==> config.mk <==
export PLATFORM = sky130hd
export DESIGN_NAME = idle_output_shutdown_timer
export DESIGN_NICKNAME = d
export VERILOG_FILES = /design/src/rtl/iost_pkg.sv /design/src/rtl/iost_cfg_regs.sv /design/src/rtl/iost_state.sv /design/src/rtl/iost_remain.sv /design/src/rtl/idle_output_shutdown_timer.sv
export SDC_FILE = /design/constraint.sdc
export NUM_CORES = 2
export LEC_CHECK = 0
export BUFFER_PORTS_ARGS = -buffer_cell sky130_fd_sc_hd__buf_2
export CAP_MARGIN = 25
export CORE_MARGIN = 4
export CORE_UTILIZATION = 50
export DETAILED_ROUTE_END_ITERATION = 10
export PLACE_DENSITY = 0.73
export SLEW_MARGIN = 20
export SYNTH_ARGS = -nofsm -noshare
export SYNTH_HDL_FRONTEND = slang
export SYNTH_HIERARCHICAL = 1
export SYNTH_SLANG_ARGS = --single-unit
==> constraint.sdc <==
create_clock -name clk_i -period 9.16 [get_ports clk_i]
set_input_delay 0.916 -clock clk_i [delete_from_list [all_inputs] [get_ports clk_i]]
set_output_delay 0.916 -clock clk_i [all_outputs]
set_load 0.02 [all_outputs]
==> src/rtl/iost_pkg.sv <==
// ----------------------------------------------------------------------------
// Idle output shutdown timer package
// Commands, register indexes, shared types and the countdown constants.
// ----------------------------------------------------------------------------
package iost_pkg;

  typedef enum logic [2:0] {
    CMD_SAMPLE  = 3'd0,
    CMD_TICK    = 3'd1,
    CMD_OUT_ON  = 3'd2,
    CMD_OUT_OFF = 3'd3,
    CMD_RESTORE = 3'd4
  } cmd_e;

  localparam int unsigned CFG_IDX_W = 3;

  localparam logic [CFG_IDX_W-1:0] REG_LOAD_CURRENT = 3'd0;
  localparam logic [CFG_IDX_W-1:0] REG_IDLE_CURRENT = 3'd1;
  localparam logic [CFG_IDX_W-1:0] REG_OUT_TIMEOUT  = 3'd2;
  localparam logic [CFG_IDX_W-1:0] REG_SHIP_IDLE    = 3'd3;

  localparam logic signed [15:0] RST_LOAD_CURRENT = -16'sd50;
  localparam logic [14:0]        RST_IDLE_CURRENT = 15'd50;
  localparam logic [31:0]        RST_OUT_TIMEOUT  = 32'd60000;
  localparam logic [31:0]        RST_SHIP_IDLE    = 32'd3600000;

  localparam logic [9:0]  MS_PER_SEC   = 10'd1000;
  localparam logic [15:0] NOT_COUNTING = 16'hFFFF;
  localparam logic [15:0] REM_CLIP     = 16'd65534;
  // remaining ms above this rounds up past the clip value
  localparam logic [31:0] DIFF_CLIP    = 32'd65534000;

  // ceil-divide by 1000: (x + 999) >> 3, then * ceil(2^30 / 125) >> 30
  localparam int unsigned X_W         = 26;
  localparam logic [X_W-1:0] ROUND_UP = 26'd999;
  localparam logic [23:0] RECIP       = 24'd8589935;
  localparam int unsigned RECIP_SHIFT = 30;
  localparam int unsigned PROD_W      = 47;

  typedef enum logic [1:0] {
    SEL_DIV  = 2'd0,
    SEL_NONE = 2'd1,
    SEL_ZERO = 2'd2,
    SEL_CLIP = 2'd3
  } rem_sel_e;

  typedef struct packed {
    logic signed [15:0] load_current_ma;
    logic [14:0]        idle_current_ma;
    logic [31:0]        output_idle_timeout_ms;
    logic [31:0]        ship_idle_ms;
  } cfg_t;

  typedef struct packed {
    logic output_off;
    logic auto_shutdown;
    logic ship_request;
    logic clear_manual_disable;
    logic not_counting;
  } flags_t;

  function automatic logic is_idle(input logic signed [15:0] cur,
                                   input logic [14:0] lim);
    logic signed [16:0] ext;
    logic [16:0]        mag;
    ext = {cur[15], cur};
    mag = ext[16] ? 17'(-ext) : 17'(ext);
    return mag <= {2'b00, lim};
  endfunction

endpackage

==> src/rtl/iost_cfg_regs.sv <==
// ----------------------------------------------------------------------------
// Configuration registers
// Four thresholds written through an indexed write channel.
// ----------------------------------------------------------------------------
module iost_cfg_regs (
  input  logic                          clk_i,
  input  logic                          rst_ni,
  input  logic                          cfg_valid_i,
  output logic                          cfg_ready_o,
  input  logic [iost_pkg::CFG_IDX_W-1:0] cfg_index_i,
  input  logic [31:0]                   cfg_data_i,
  output iost_pkg::cfg_t                cfg_o
);
  import iost_pkg::*;

  cfg_t cfg_q;

  assign cfg_ready_o = 1'b1;
  assign cfg_o       = cfg_q;

  always_ff @(posedge clk_i or negedge rst_ni) begin
    if (!rst_ni) begin
      cfg_q.load_current_ma        <= RST_LOAD_CURRENT;
      cfg_q.idle_current_ma        <= RST_IDLE_CURRENT;
      cfg_q.output_idle_timeout_ms <= RST_OUT_TIMEOUT;
      cfg_q.ship_idle_ms           <= RST_SHIP_IDLE;
    end else if (cfg_valid_i) begin
      case (cfg_index_i)
        REG_LOAD_CURRENT: cfg_q.load_current_ma        <= signed'(cfg_data_i[15:0]);
        REG_IDLE_CURRENT: cfg_q.idle_current_ma        <= cfg_data_i[14:0];
        REG_OUT_TIMEOUT:  cfg_q.output_idle_timeout_ms <= cfg_data_i;
        REG_SHIP_IDLE:    cfg_q.ship_idle_ms           <= cfg_data_i;
        default: ;
      endcase
    end
  end

endmodule

==> src/rtl/iost_state.sv <==
// ----------------------------------------------------------------------------
// Timer state update
// Input register, idle state update per command and snapshot register.
// ----------------------------------------------------------------------------
module iost_state #(
  parameter int unsigned TIME_WIDTH = 32
) (
  input  logic                   clk_i,
  input  logic                   rst_ni,
  input  iost_pkg::cfg_t         cfg_i,
  input  logic                   in_valid_i,
  output logic                   in_ready_o,
  input  logic [2:0]             command_i,
  input  logic signed [15:0]     current_ma_i,
  input  logic                   manual_disabled_i,
  input  logic                   latched_off_i,
  input  logic [22:0]            restore_seconds_i,
  output logic                   snap_valid_o,
  input  logic                   snap_ready_i,
  output iost_pkg::flags_t       snap_flags_o,
  output logic [TIME_WIDTH-1:0]  snap_since_o,
  output logic [TIME_WIDTH-1:0]  snap_carry_o
);
  import iost_pkg::*;

  localparam int unsigned CW = (TIME_WIDTH > 32) ? TIME_WIDTH : 32;
  localparam int unsigned XW = (TIME_WIDTH > 33) ? TIME_WIDTH : 33;
  localparam logic [TIME_WIDTH-1:0] TIME_MAX = {TIME_WIDTH{1'b1}};

  // input beat
  logic                     in_v_q;
  logic [2:0]               cmd_q;
  logic signed [15:0]       cur_q;
  logic                     md_q;
  logic                     lo_q;
  logic [22:0]              rs_q;

  // timer state
  logic [TIME_WIDTH-1:0]    since_q, since_d;
  logic [TIME_WIDTH-1:0]    carry_q, carry_d;
  logic                     started_q, started_d;
  logic                     off_q, off_d;
  logic                     auto_q, auto_d;
  logic                     ship_q, ship_d;
  logic signed [15:0]       last_cur_q, last_cur_d;
  logic [1:0]               last_flags_q, last_flags_d;
  logic                     clr_d;

  // snapshot
  logic                     snap_v_q;
  flags_t                   snap_flags_q;
  logic [TIME_WIDTH-1:0]    snap_since_q;
  logic [TIME_WIDTH-1:0]    snap_carry_q;

  logic                     snap_adv;
  logic                     fire;
  logic [TIME_WIDTH:0]      sum;
  logic [TIME_WIDTH-1:0]    idle_old;
  logic [TIME_WIDTH-1:0]    idle_t;
  logic signed [16:0]       cur_x;
  logic signed [16:0]       load_x;
  logic signed [16:0]       lim_x;
  logic                     activity;
  logic [1:0]               smp_flags;
  logic                     off_mid;
  logic [XW-1:0]            restore_ms;

  assign snap_adv   = !snap_v_q || snap_ready_i;
  assign in_ready_o = !in_v_q || snap_adv;
  assign fire       = in_v_q && snap_adv;

  assign sum      = {1'b0, since_q} + {1'b0, carry_q};
  assign idle_old = sum[TIME_WIDTH] ? TIME_MAX : sum[TIME_WIDTH-1:0];

  assign cur_x     = {cur_q[15], cur_q};
  assign load_x    = {cfg_i.load_current_ma[15], cfg_i.load_current_ma};
  assign lim_x     = signed'({2'b00, cfg_i.idle_current_ma});
  assign activity  = (cur_x < load_x) || (cur_x > lim_x);
  assign smp_flags = {lo_q, md_q};
  assign off_mid   = (activity && smp_flags == 2'b00) ? 1'b0 : off_q;
  assign idle_t    = activity ? '0 : idle_old;

  assign restore_ms = XW'(rs_q) * XW'(MS_PER_SEC);

  always_comb begin
    since_d      = since_q;
    carry_d      = carry_q;
    started_d    = started_q;
    off_d        = off_q;
    auto_d       = auto_q;
    ship_d       = ship_q;
    last_cur_d   = last_cur_q;
    last_flags_d = last_flags_q;
    clr_d        = 1'b0;
    case (cmd_q)
      CMD_SAMPLE: begin
        started_d = 1'b1;
        if (activity) begin
          since_d = '0;
          carry_d = '0;
        end
        off_d = off_mid;
        if (activity && smp_flags == 2'b00) begin
          auto_d = 1'b0;
        end
        if (is_idle(cur_q, cfg_i.idle_current_ma) && !off_mid &&
            CW'(idle_t) >= CW'(cfg_i.output_idle_timeout_ms)) begin
          off_d  = 1'b1;
          auto_d = 1'b1;
        end
        if (off_d && CW'(idle_t) >= CW'(cfg_i.ship_idle_ms)) begin
          ship_d = 1'b1;
        end
        last_cur_d   = cur_q;
        last_flags_d = smp_flags;
      end
      CMD_TICK: begin
        if (started_q && since_q != TIME_MAX) begin
          since_d = since_q + 1'b1;
        end
      end
      CMD_OUT_ON: begin
        off_d        = 1'b0;
        auto_d       = 1'b0;
        last_flags_d = last_flags_q & 2'b10;
        clr_d        = 1'b1;
        started_d    = 1'b1;
        since_d      = '0;
        carry_d      = '0;
      end
      CMD_OUT_OFF: begin
        off_d     = 1'b1;
        auto_d    = 1'b0;
        started_d = 1'b1;
        since_d   = '0;
        carry_d   = '0;
      end
      CMD_RESTORE: begin
        carry_d = (restore_ms > XW'(TIME_MAX)) ? TIME_MAX : restore_ms[TIME_WIDTH-1:0];
      end
      default: ;
    endcase
  end

  always_ff @(posedge clk_i or negedge rst_ni) begin
    if (!rst_ni) begin
      in_v_q   <= 1'b0;
      snap_v_q <= 1'b0;
    end else begin
      if (in_ready_o) in_v_q <= in_valid_i;
      if (snap_adv)   snap_v_q <= in_v_q;
    end
  end

  always_ff @(posedge clk_i) begin
    if (in_valid_i && in_ready_o) begin
      cmd_q <= command_i;
      cur_q <= current_ma_i;
      md_q  <= manual_disabled_i;
      lo_q  <= latched_off_i;
      rs_q  <= restore_seconds_i;
    end
  end

  always_ff @(posedge clk_i or negedge rst_ni) begin
    if (!rst_ni) begin
      since_q      <= '0;
      carry_q      <= '0;
      started_q    <= 1'b0;
      off_q        <= 1'b0;
      auto_q       <= 1'b0;
      ship_q       <= 1'b0;
      last_cur_q   <= '0;
      last_flags_q <= '0;
    end else if (fire) begin
      since_q      <= since_d;
      carry_q      <= carry_d;
      started_q    <= started_d;
      off_q        <= off_d;
      auto_q       <= auto_d;
      ship_q       <= ship_d;
      last_cur_q   <= last_cur_d;
      last_flags_q <= last_flags_d;
    end
  end

  always_ff @(posedge clk_i) begin
    if (fire) begin
      snap_flags_q.output_off           <= off_d;
      snap_flags_q.auto_shutdown        <= auto_d;
      snap_flags_q.ship_request         <= ship_d;
      snap_flags_q.clear_manual_disable <= clr_d;
      snap_flags_q.not_counting         <= !is_idle(last_cur_d, cfg_i.idle_current_ma) ||
                                           off_d || last_flags_d != 2'b00 || !started_d;
      snap_since_q <= since_d;
      snap_carry_q <= carry_d;
    end
  end

  assign snap_valid_o = snap_v_q;
  assign snap_flags_o = snap_flags_q;
  assign snap_since_o = snap_since_q;
  assign snap_carry_o = snap_carry_q;

endmodule

==> src/rtl/iost_remain.sv <==
// ----------------------------------------------------------------------------
// Remaining time pipeline
// Idle sum, countdown select, divide by 1000 and the result register.
// ----------------------------------------------------------------------------
module iost_remain #(
  parameter int unsigned TIME_WIDTH = 32
) (
  input  logic                   clk_i,
  input  logic                   rst_ni,
  input  iost_pkg::cfg_t         cfg_i,
  input  logic                   snap_valid_i,
  output logic                   snap_ready_o,
  input  iost_pkg::flags_t       snap_flags_i,
  input  logic [TIME_WIDTH-1:0]  snap_since_i,
  input  logic [TIME_WIDTH-1:0]  snap_carry_i,
  output logic                   out_valid_o,
  input  logic                   out_ready_i,
  output iost_pkg::flags_t       out_flags_o,
  output logic [15:0]            out_remaining_o
);
  import iost_pkg::*;

  localparam int unsigned CW = (TIME_WIDTH > 32) ? TIME_WIDTH : 32;
  localparam logic [TIME_WIDTH-1:0] TIME_MAX = {TIME_WIDTH{1'b1}};

  logic                  t_v_q;
  flags_t                t_flags_q;
  logic [TIME_WIDTH-1:0] t_q;

  logic                  c_v_q;
  flags_t                c_flags_q;
  rem_sel_e              c_sel_q, c_sel_d;
  logic [X_W-1:0]        c_x_q;

  logic                  o_v_q;
  flags_t                o_flags_q;
  logic [15:0]           o_rem_q, o_rem_d;

  logic                  o_adv, c_adv, t_adv;
  logic [TIME_WIDTH:0]   sum;
  logic [CW-1:0]         diff_w;
  logic [31:0]           diff;
  logic [22:0]           y;
  logic [PROD_W-1:0]     prod;

  assign o_adv        = !o_v_q || out_ready_i;
  assign c_adv        = !c_v_q || o_adv;
  assign t_adv        = !t_v_q || c_adv;
  assign snap_ready_o = t_adv;

  assign sum = {1'b0, snap_since_i} + {1'b0, snap_carry_i};

  assign diff_w = CW'(cfg_i.output_idle_timeout_ms) - CW'(t_q);
  assign diff   = diff_w[31:0];

  always_comb begin
    if (t_flags_q.not_counting) begin
      c_sel_d = SEL_NONE;
    end else if (CW'(t_q) >= CW'(cfg_i.output_idle_timeout_ms)) begin
      c_sel_d = SEL_ZERO;
    end else if (diff > DIFF_CLIP) begin
      c_sel_d = SEL_CLIP;
    end else begin
      c_sel_d = SEL_DIV;
    end
  end

  assign y    = c_x_q[X_W-1:3];
  assign prod = PROD_W'(y) * PROD_W'(RECIP);

  always_comb begin
    case (c_sel_q)
      SEL_NONE: o_rem_d = NOT_COUNTING;
      SEL_ZERO: o_rem_d = '0;
      SEL_CLIP: o_rem_d = REM_CLIP;
      SEL_DIV:  o_rem_d = prod[RECIP_SHIFT+15:RECIP_SHIFT];
      default:  o_rem_d = NOT_COUNTING;
    endcase
  end

  always_ff @(posedge clk_i or negedge rst_ni) begin
    if (!rst_ni) begin
      t_v_q <= 1'b0;
      c_v_q <= 1'b0;
      o_v_q <= 1'b0;
    end else begin
      if (t_adv) t_v_q <= snap_valid_i;
      if (c_adv) c_v_q <= t_v_q;
      if (o_adv) o_v_q <= c_v_q;
    end
  end

  always_ff @(posedge clk_i) begin
    if (t_adv && snap_valid_i) begin
      t_flags_q <= snap_flags_i;
      t_q       <= sum[TIME_WIDTH] ? TIME_MAX : sum[TIME_WIDTH-1:0];
    end
    if (c_adv && t_v_q) begin
      c_flags_q <= t_flags_q;
      c_sel_q   <= c_sel_d;
      c_x_q     <= diff[X_W-1:0] + ROUND_UP;
    end
    if (o_adv && c_v_q) begin
      o_flags_q <= c_flags_q;
      o_rem_q   <= o_rem_d;
    end
  end

  assign out_valid_o     = o_v_q;
  assign out_flags_o     = o_flags_q;
  assign out_remaining_o = o_rem_q;

endmodule

==> src/rtl/idle_output_shutdown_timer.sv <==
// A beat passes the input register, the snapshot register, then the sum, select and result registers.
// Throughput: one beat per cycle unless out_ready_i stalls the pipeline; the timer state updates per beat.
// The countdown (sum, select, multiply by reciprocal) is three further stages.
// Reset: timer state and flags clear, thresholds load defaults, no sweep.
// ----------------------------------------------------------------------------
// Idle output shutdown timer
// Tracks pack idle time and raises auto shutdown and ship-mode requests.
// ----------------------------------------------------------------------------
module idle_output_shutdown_timer #(
  parameter int unsigned TIME_WIDTH = 32
) (
  input  logic                           clk_i,
  input  logic                           rst_ni,
  input  logic                           cfg_valid_i,
  output logic                           cfg_ready_o,
  input  logic [iost_pkg::CFG_IDX_W-1:0] cfg_index_i,
  input  logic [31:0]                    cfg_data_i,
  input  logic                           in_valid_i,
  output logic                           in_ready_o,
  input  logic [2:0]                     command_i,
  input  logic signed [15:0]             current_ma_i,
  input  logic                           manual_disabled_i,
  input  logic                           latched_off_i,
  input  logic [22:0]                    restore_seconds_i,
  output logic                           out_valid_o,
  input  logic                           out_ready_i,
  output logic                           output_off_o,
  output logic                           auto_shutdown_o,
  output logic                           ship_request_o,
  output logic [15:0]                    remaining_sec_o,
  output logic                           clear_manual_disable_o
);
  import iost_pkg::*;

  cfg_t                  cfg;
  logic                  snap_valid;
  logic                  snap_ready;
  flags_t                snap_flags;
  logic [TIME_WIDTH-1:0] snap_since;
  logic [TIME_WIDTH-1:0] snap_carry;
  flags_t                out_flags;

  iost_cfg_regs u_cfg (
    .clk_i       (clk_i),
    .rst_ni      (rst_ni),
    .cfg_valid_i (cfg_valid_i),
    .cfg_ready_o (cfg_ready_o),
    .cfg_index_i (cfg_index_i),
    .cfg_data_i  (cfg_data_i),
    .cfg_o       (cfg)
  );

  iost_state #(
    .TIME_WIDTH (TIME_WIDTH)
  ) u_state (
    .clk_i             (clk_i),
    .rst_ni            (rst_ni),
    .cfg_i             (cfg),
    .in_valid_i        (in_valid_i),
    .in_ready_o        (in_ready_o),
    .command_i         (command_i),
    .current_ma_i      (current_ma_i),
    .manual_disabled_i (manual_disabled_i),
    .latched_off_i     (latched_off_i),
    .restore_seconds_i (restore_seconds_i),
    .snap_valid_o      (snap_valid),
    .snap_ready_i      (snap_ready),
    .snap_flags_o      (snap_flags),
    .snap_since_o      (snap_since),
    .snap_carry_o      (snap_carry)
  );

  iost_remain #(
    .TIME_WIDTH (TIME_WIDTH)
  ) u_remain (
    .clk_i           (clk_i),
    .rst_ni          (rst_ni),
    .cfg_i           (cfg),
    .snap_valid_i    (snap_valid),
    .snap_ready_o    (snap_ready),
    .snap_flags_i    (snap_flags),
    .snap_since_i    (snap_since),
    .snap_carry_i    (snap_carry),
    .out_valid_o     (out_valid_o),
    .out_ready_i     (out_ready_i),
    .out_flags_o     (out_flags),
    .out_remaining_o (remaining_sec_o)
  );

  assign output_off_o           = out_flags.output_off;
  assign auto_shutdown_o        = out_flags.auto_shutdown;
  assign ship_request_o         = out_flags.ship_request;
  assign clear_manual_disable_o = out_flags.clear_manual_disable;

endmodule
* Yosys cells after proc, flatten, opt, wreduce, memory -nomap -nowiden
Cells that the tools add are included.
W data, S select, Z words.
** Cells by class
- Add/subtract/negate cells :: 7
- Multiply operators :: 2
- Magnitude comparators :: 9
- Eq/ne operators :: 11
- Mux-type cells :: 26
- Reductions and logical operators :: 38
** Operator list (count)
- $mux W32 :: 6
- $pmux W32 S3 :: 2
- $ge A32 B32 Y1 :: 3
- $add A32 B32 Y33 :: 2
- $pmux W16 S4 :: 1
- $mul A23 B24 Y46 const B :: 1
- $le A17 B15 Y1 :: 2
- $mux W17 :: 2
- $neg A16 Y17 :: 2
- $gt A33 B32 Y1 const B :: 1
- $add A32 B1 Y32 const B :: 1
- $gt A32 B26 Y1 const B :: 1
- $ne A32 B32 Y1 const B :: 1
- $sub A32 B32 Y32 :: 1
- $mul A23 B7 Y30 const B :: 1
- $add A26 B10 Y26 const B :: 1
- $gt A16 B16 Y1 :: 1
- $lt A16 B16 Y1 :: 1
- $mux W16 :: 1
- $eq A3 B2 Y1 const B :: 4
- $logic_and A1 B1 Y1 :: 10
- $logic_or A1 B1 Y1 :: 9
- $mux W1 :: 9
- $logic_not A1 Y1 :: 8
- other kinds (14) :: 22
** Storage, ports and cells
- Bits in registers :: 388
- Bits of input ports :: 84
- Output and inout bits :: 23

* Depth between registers and ports, before layout
- Depth in word-level cells :: 13
- Depth in mapped cells :: 25
- Mapped depth without buffers :: 25

* Hierarchy
Netlist, hierarchy kept.
** By module, submodules not included
- iost_state :: times used 1, cells each 1957, area each 18251.3 um2
- iost_remain :: times used 1, cells each 1625, area each 15458.6 um2
- iost_cfg_regs :: times used 1, cells each 206, area each 3631.0 um2

* Worst setup path before layout
OpenSTA, ideal clock, no wires.
- Path kind :: reg-to-reg
- Start point :: register u_remain.c_x_q[23]
- End point :: register u_remain.o_rem_q[13], in the netlist u_remain/out_remaining_o[13] (data pin)
- Library setup time :: 0.271 ns
- Arrival :: 6.312 ns
- Data required time :: 8.889 ns
- Setup slack :: 2.578 ns
- Stages on the path, launching flop included :: 20
- Buffers on the path :: 0
- Period minus slack after synthesis :: 6.582 ns
- Path through :: edfxtp_1 fa_1 inv_1 fa_1 inv_1 fa_1 fa_1 fa_1 inv_1 fa_1 inv_1 fa_1 ha_1 nor2b_1 or4_1 o21ai_0 a21oi_1 or2_2 a2111oi_0 o31ai_1
** On the way
- Longest elaborated chain between the ends :: 2
** RTL lines
- start, declared :: RTL line iost_remain.sv:33 : logic [X_W-1:0] c_x_q;
- start signal, assigned :: RTL line iost_remain.sv:101 : c_x_q <= diff[X_W-1:0] + ROUND_UP;
- $mul A23 B24 Y46 :: RTL line iost_remain.sv:69 : assign prod = PROD_W'(y) * PROD_W'(RECIP);
- $pmux W16 S4 :: RTL line iost_remain.sv:72 : case (c_sel_q)
- named net u_remain.o_rem_d[13] :: RTL line iost_remain.sv:37 : logic [15:0] o_rem_q, o_rem_d;
- end signal, assigned :: RTL line iost_remain.sv:105 : o_rem_q <= o_rem_d;
- end, declared :: RTL line iost_remain.sv:37
The timed path passes the listed nets, and every way through them passes these cells.
A chain may end at the register's enable or synchronous reset.

* Worst setup path after layout
Same ends and word-level chain as after synthesis.

==> run_results.csv <==
group,metric,value,unit
setup_path,worst_setup_path_start_kind,"flip-flop",
setup_path,r2r_slack,1910,ps
setup_path,crit_top_cell,"fa_1",
layout,multi_input_area,24240,um^2
timing,rsz0062_at_grt,"no",
routing,vias,27980,
logic_synthesis,synth_cells,3786,
global_routing,first_global_vias,28130,
routing,dr.first_iter.drc_count,1990,
setup_path,critPathRequiredTime,9480,ps
timing,setup_viol,0,
setup_path,timing.rr.end,"u_remain/out_remaining_o[13]$_DFFE_PP_",
setup_path,worstPathCellList,"fa_1, inv_1, fa_1, inv_1, fa_1, fa_1, fa_1, inv_1, fa_1, inv_1, fa_1, ha_1, nor2b_1, or4_1, o21ai_0, a21oi_1, or2_2, a2111oi_0, o31ai_1",
clock_network,post_cts_resized,0,
place,port_buffers,105,
floorplanning,ios,107,
logic_synthesis,syn_nets,4633,
routing,drc,0,
floorplanning,die_area,78990,um^2
setup_path,worst-setup-path-type,"reg -> reg",
timing,slew_headroom,0.2623,
timing,min_period_over_period,0.7915,
global_routing,grt_pass1_wl,154400,um
setup_path,cpPeakStageDelay,640,ps
clock_network,clk_path_buf_depth,3,
global_routing,grt_use_total,0.2461,
setup_path,worstSetupEndpointType,"flip-flop",
place,gp_congestion,0.9471,
clock_network,clkSinkCount,385,
layout,regArea,10670,um^2
layout,final_common_cell,"ha_1",
routing,wl_per_cell,19.96,um
timing,hold_viol,0,
floorplanning,core,73450,um^2
floorplanning,die_y,281.1,um
layout,area_growth,8.025,%
run_status,status,"complete, no violations",
floorplanning,initial_core_util,0.5075,
clock_network,postCtsHoldBufs,0,
clock_network,cts_made_buffers,46,
floorplanning,std_cell_rows,99,
routing,drtPass1Iterations,5,
layout,most-common-layout-cells,"ha_1 (523), inv_1 (495), nand2_1 (255)",
layout,final_layout_size_suffix_gt1_frac,0.1079,
setup_path,arrival,7570,ps
layout,nFillCells,6422,
place,dpl.hpwl,78030,um
clock_network,clk_pin_slew,60,ps
timing,fmax,137.9,MHz
routing,viasPerCell,5.778,
logic_synthesis,yosysWarningCount,6,
global_routing,overflow,0,
clock_network,htreeDepth,2,
clock_network,clk_latency,600,ps
clock_network,cts_tree,"yes",
min_path,min_path_type,"in -> async",
setup_path,crit_path_max_fanout,8,
clock_network,post-cts-setup-buffer-count,0,
setup_path,r2r_start,"u_remain/c_x_q[23]$_DFFE_PP_",
setup_path,crit_slowest_cell,"fa_1",
timing,fin_worst_skew,30.43,ps
timing,drv_slew,0,
timing,tightest_slew,1095,ps
global_routing,antenna_found_initial,2,
global_routing,grt_max_degree,81,
logic_synthesis,synthesis.area,37280,um^2
setup_path,reg2regPathDepth,19,
floorplanning,dieWidth,281.1,um
logic_synthesis,syn_avg_cell_area,9.847,um^2
timing,finalSetupTns,0,ps
timing,min_period,7250,ps
run,max-cap-violations,0,
layout,nets,4692,
routing,detail-route-antenna-nets,0,
routing,drt_wl_total,96680,um
clock_network,cts_root_buf,"clkbuf_16",
-- routing by layer --
layer / track usage / up-vias / wire (um)
met5: 0 / - / 0
met4: 0.09732 / 0 / 4387
met3: 0.02442 / 206 / 4740
met2: 0.4258 / 848 / 47130
met1: 0.3188 / 13420 / 40430
li1: - / 13510 / -
-- flip-flops by register name, indices dropped and copies added (netlist names), 23 cells and up --
signal	cells
u_remain/t_q	32
u_state/rs_q	23
u_remain/c_x_q	23
u_state/snap_carry_o	32
u_cfg/cfg_o	95
u_state/since_q	32
u_state/carry_q	32
u_state/snap_since_o	32
-- cell type report --
cell class	instances	area share
clock buffer	64	0.03334
tap	959	0.02979
inverter	496	0.04623
clock inverter	22	0.006276
timing repair buffer	126	0.01734
antenna	1	0.00006214
sequential	385	0.2650
multi-input combinational	2790	0.6020
-- how the worst max path moves through the flow --
stage,from,end,cells past startpoint
finish,u_remain/c_x_q[23]$_DFFE_PP_,u_remain/out_remaining_o[13]$_DFFE_PP_,19
global placement,u_remain/c_x_q[23]$_DFFE_PP_,u_remain/out_remaining_o[13]$_DFFE_PP_,19
detailed placement,u_remain/c_x_q[23]$_DFFE_PP_,u_remain/out_remaining_o[13]$_DFFE_PP_,19
global route,u_remain/c_x_q[24]$_DFFE_PP_,u_remain/out_remaining_o[13]$_DFFE_PP_,22
CTS,u_remain/c_x_q[23]$_DFFE_PP_,u_remain/out_remaining_o[13]$_DFFE_PP_,19
floorplan,u_remain/c_x_q[23]$_DFFE_PP_,u_remain/out_remaining_o[13]$_DFFE_PP_,19
-- worst max-delay path: cells and delay by family (launching register included) --
kind	cells	cell delay (ps)
fa+ha+maj	8	4070
buf+inv	4	230
compound gates	4	1220
flops	1	550
simple gates	3	910
-- stage by stage --
stage	utilization	setup slack [ps]	instance area [um^2]	hold slack [ps]	instances
2_1_floorplan	-	2578	37280	400.3	3786
3_3_place_gp	0.5262	1917	38650	400.5	4754
3_5_place_dp	0.5262	1834	38650	405.2	4754
4_1_cts	0.5479	1846	40250	320.2	4840
5_1_grt	0.5482	1572	40270	353.9	4842
6_report	0.5483	1910	40270	329.9	4843
Power is not shown: default switching activity piles up to over one toggle a cycle in this logic, so the estimate is an artifact.
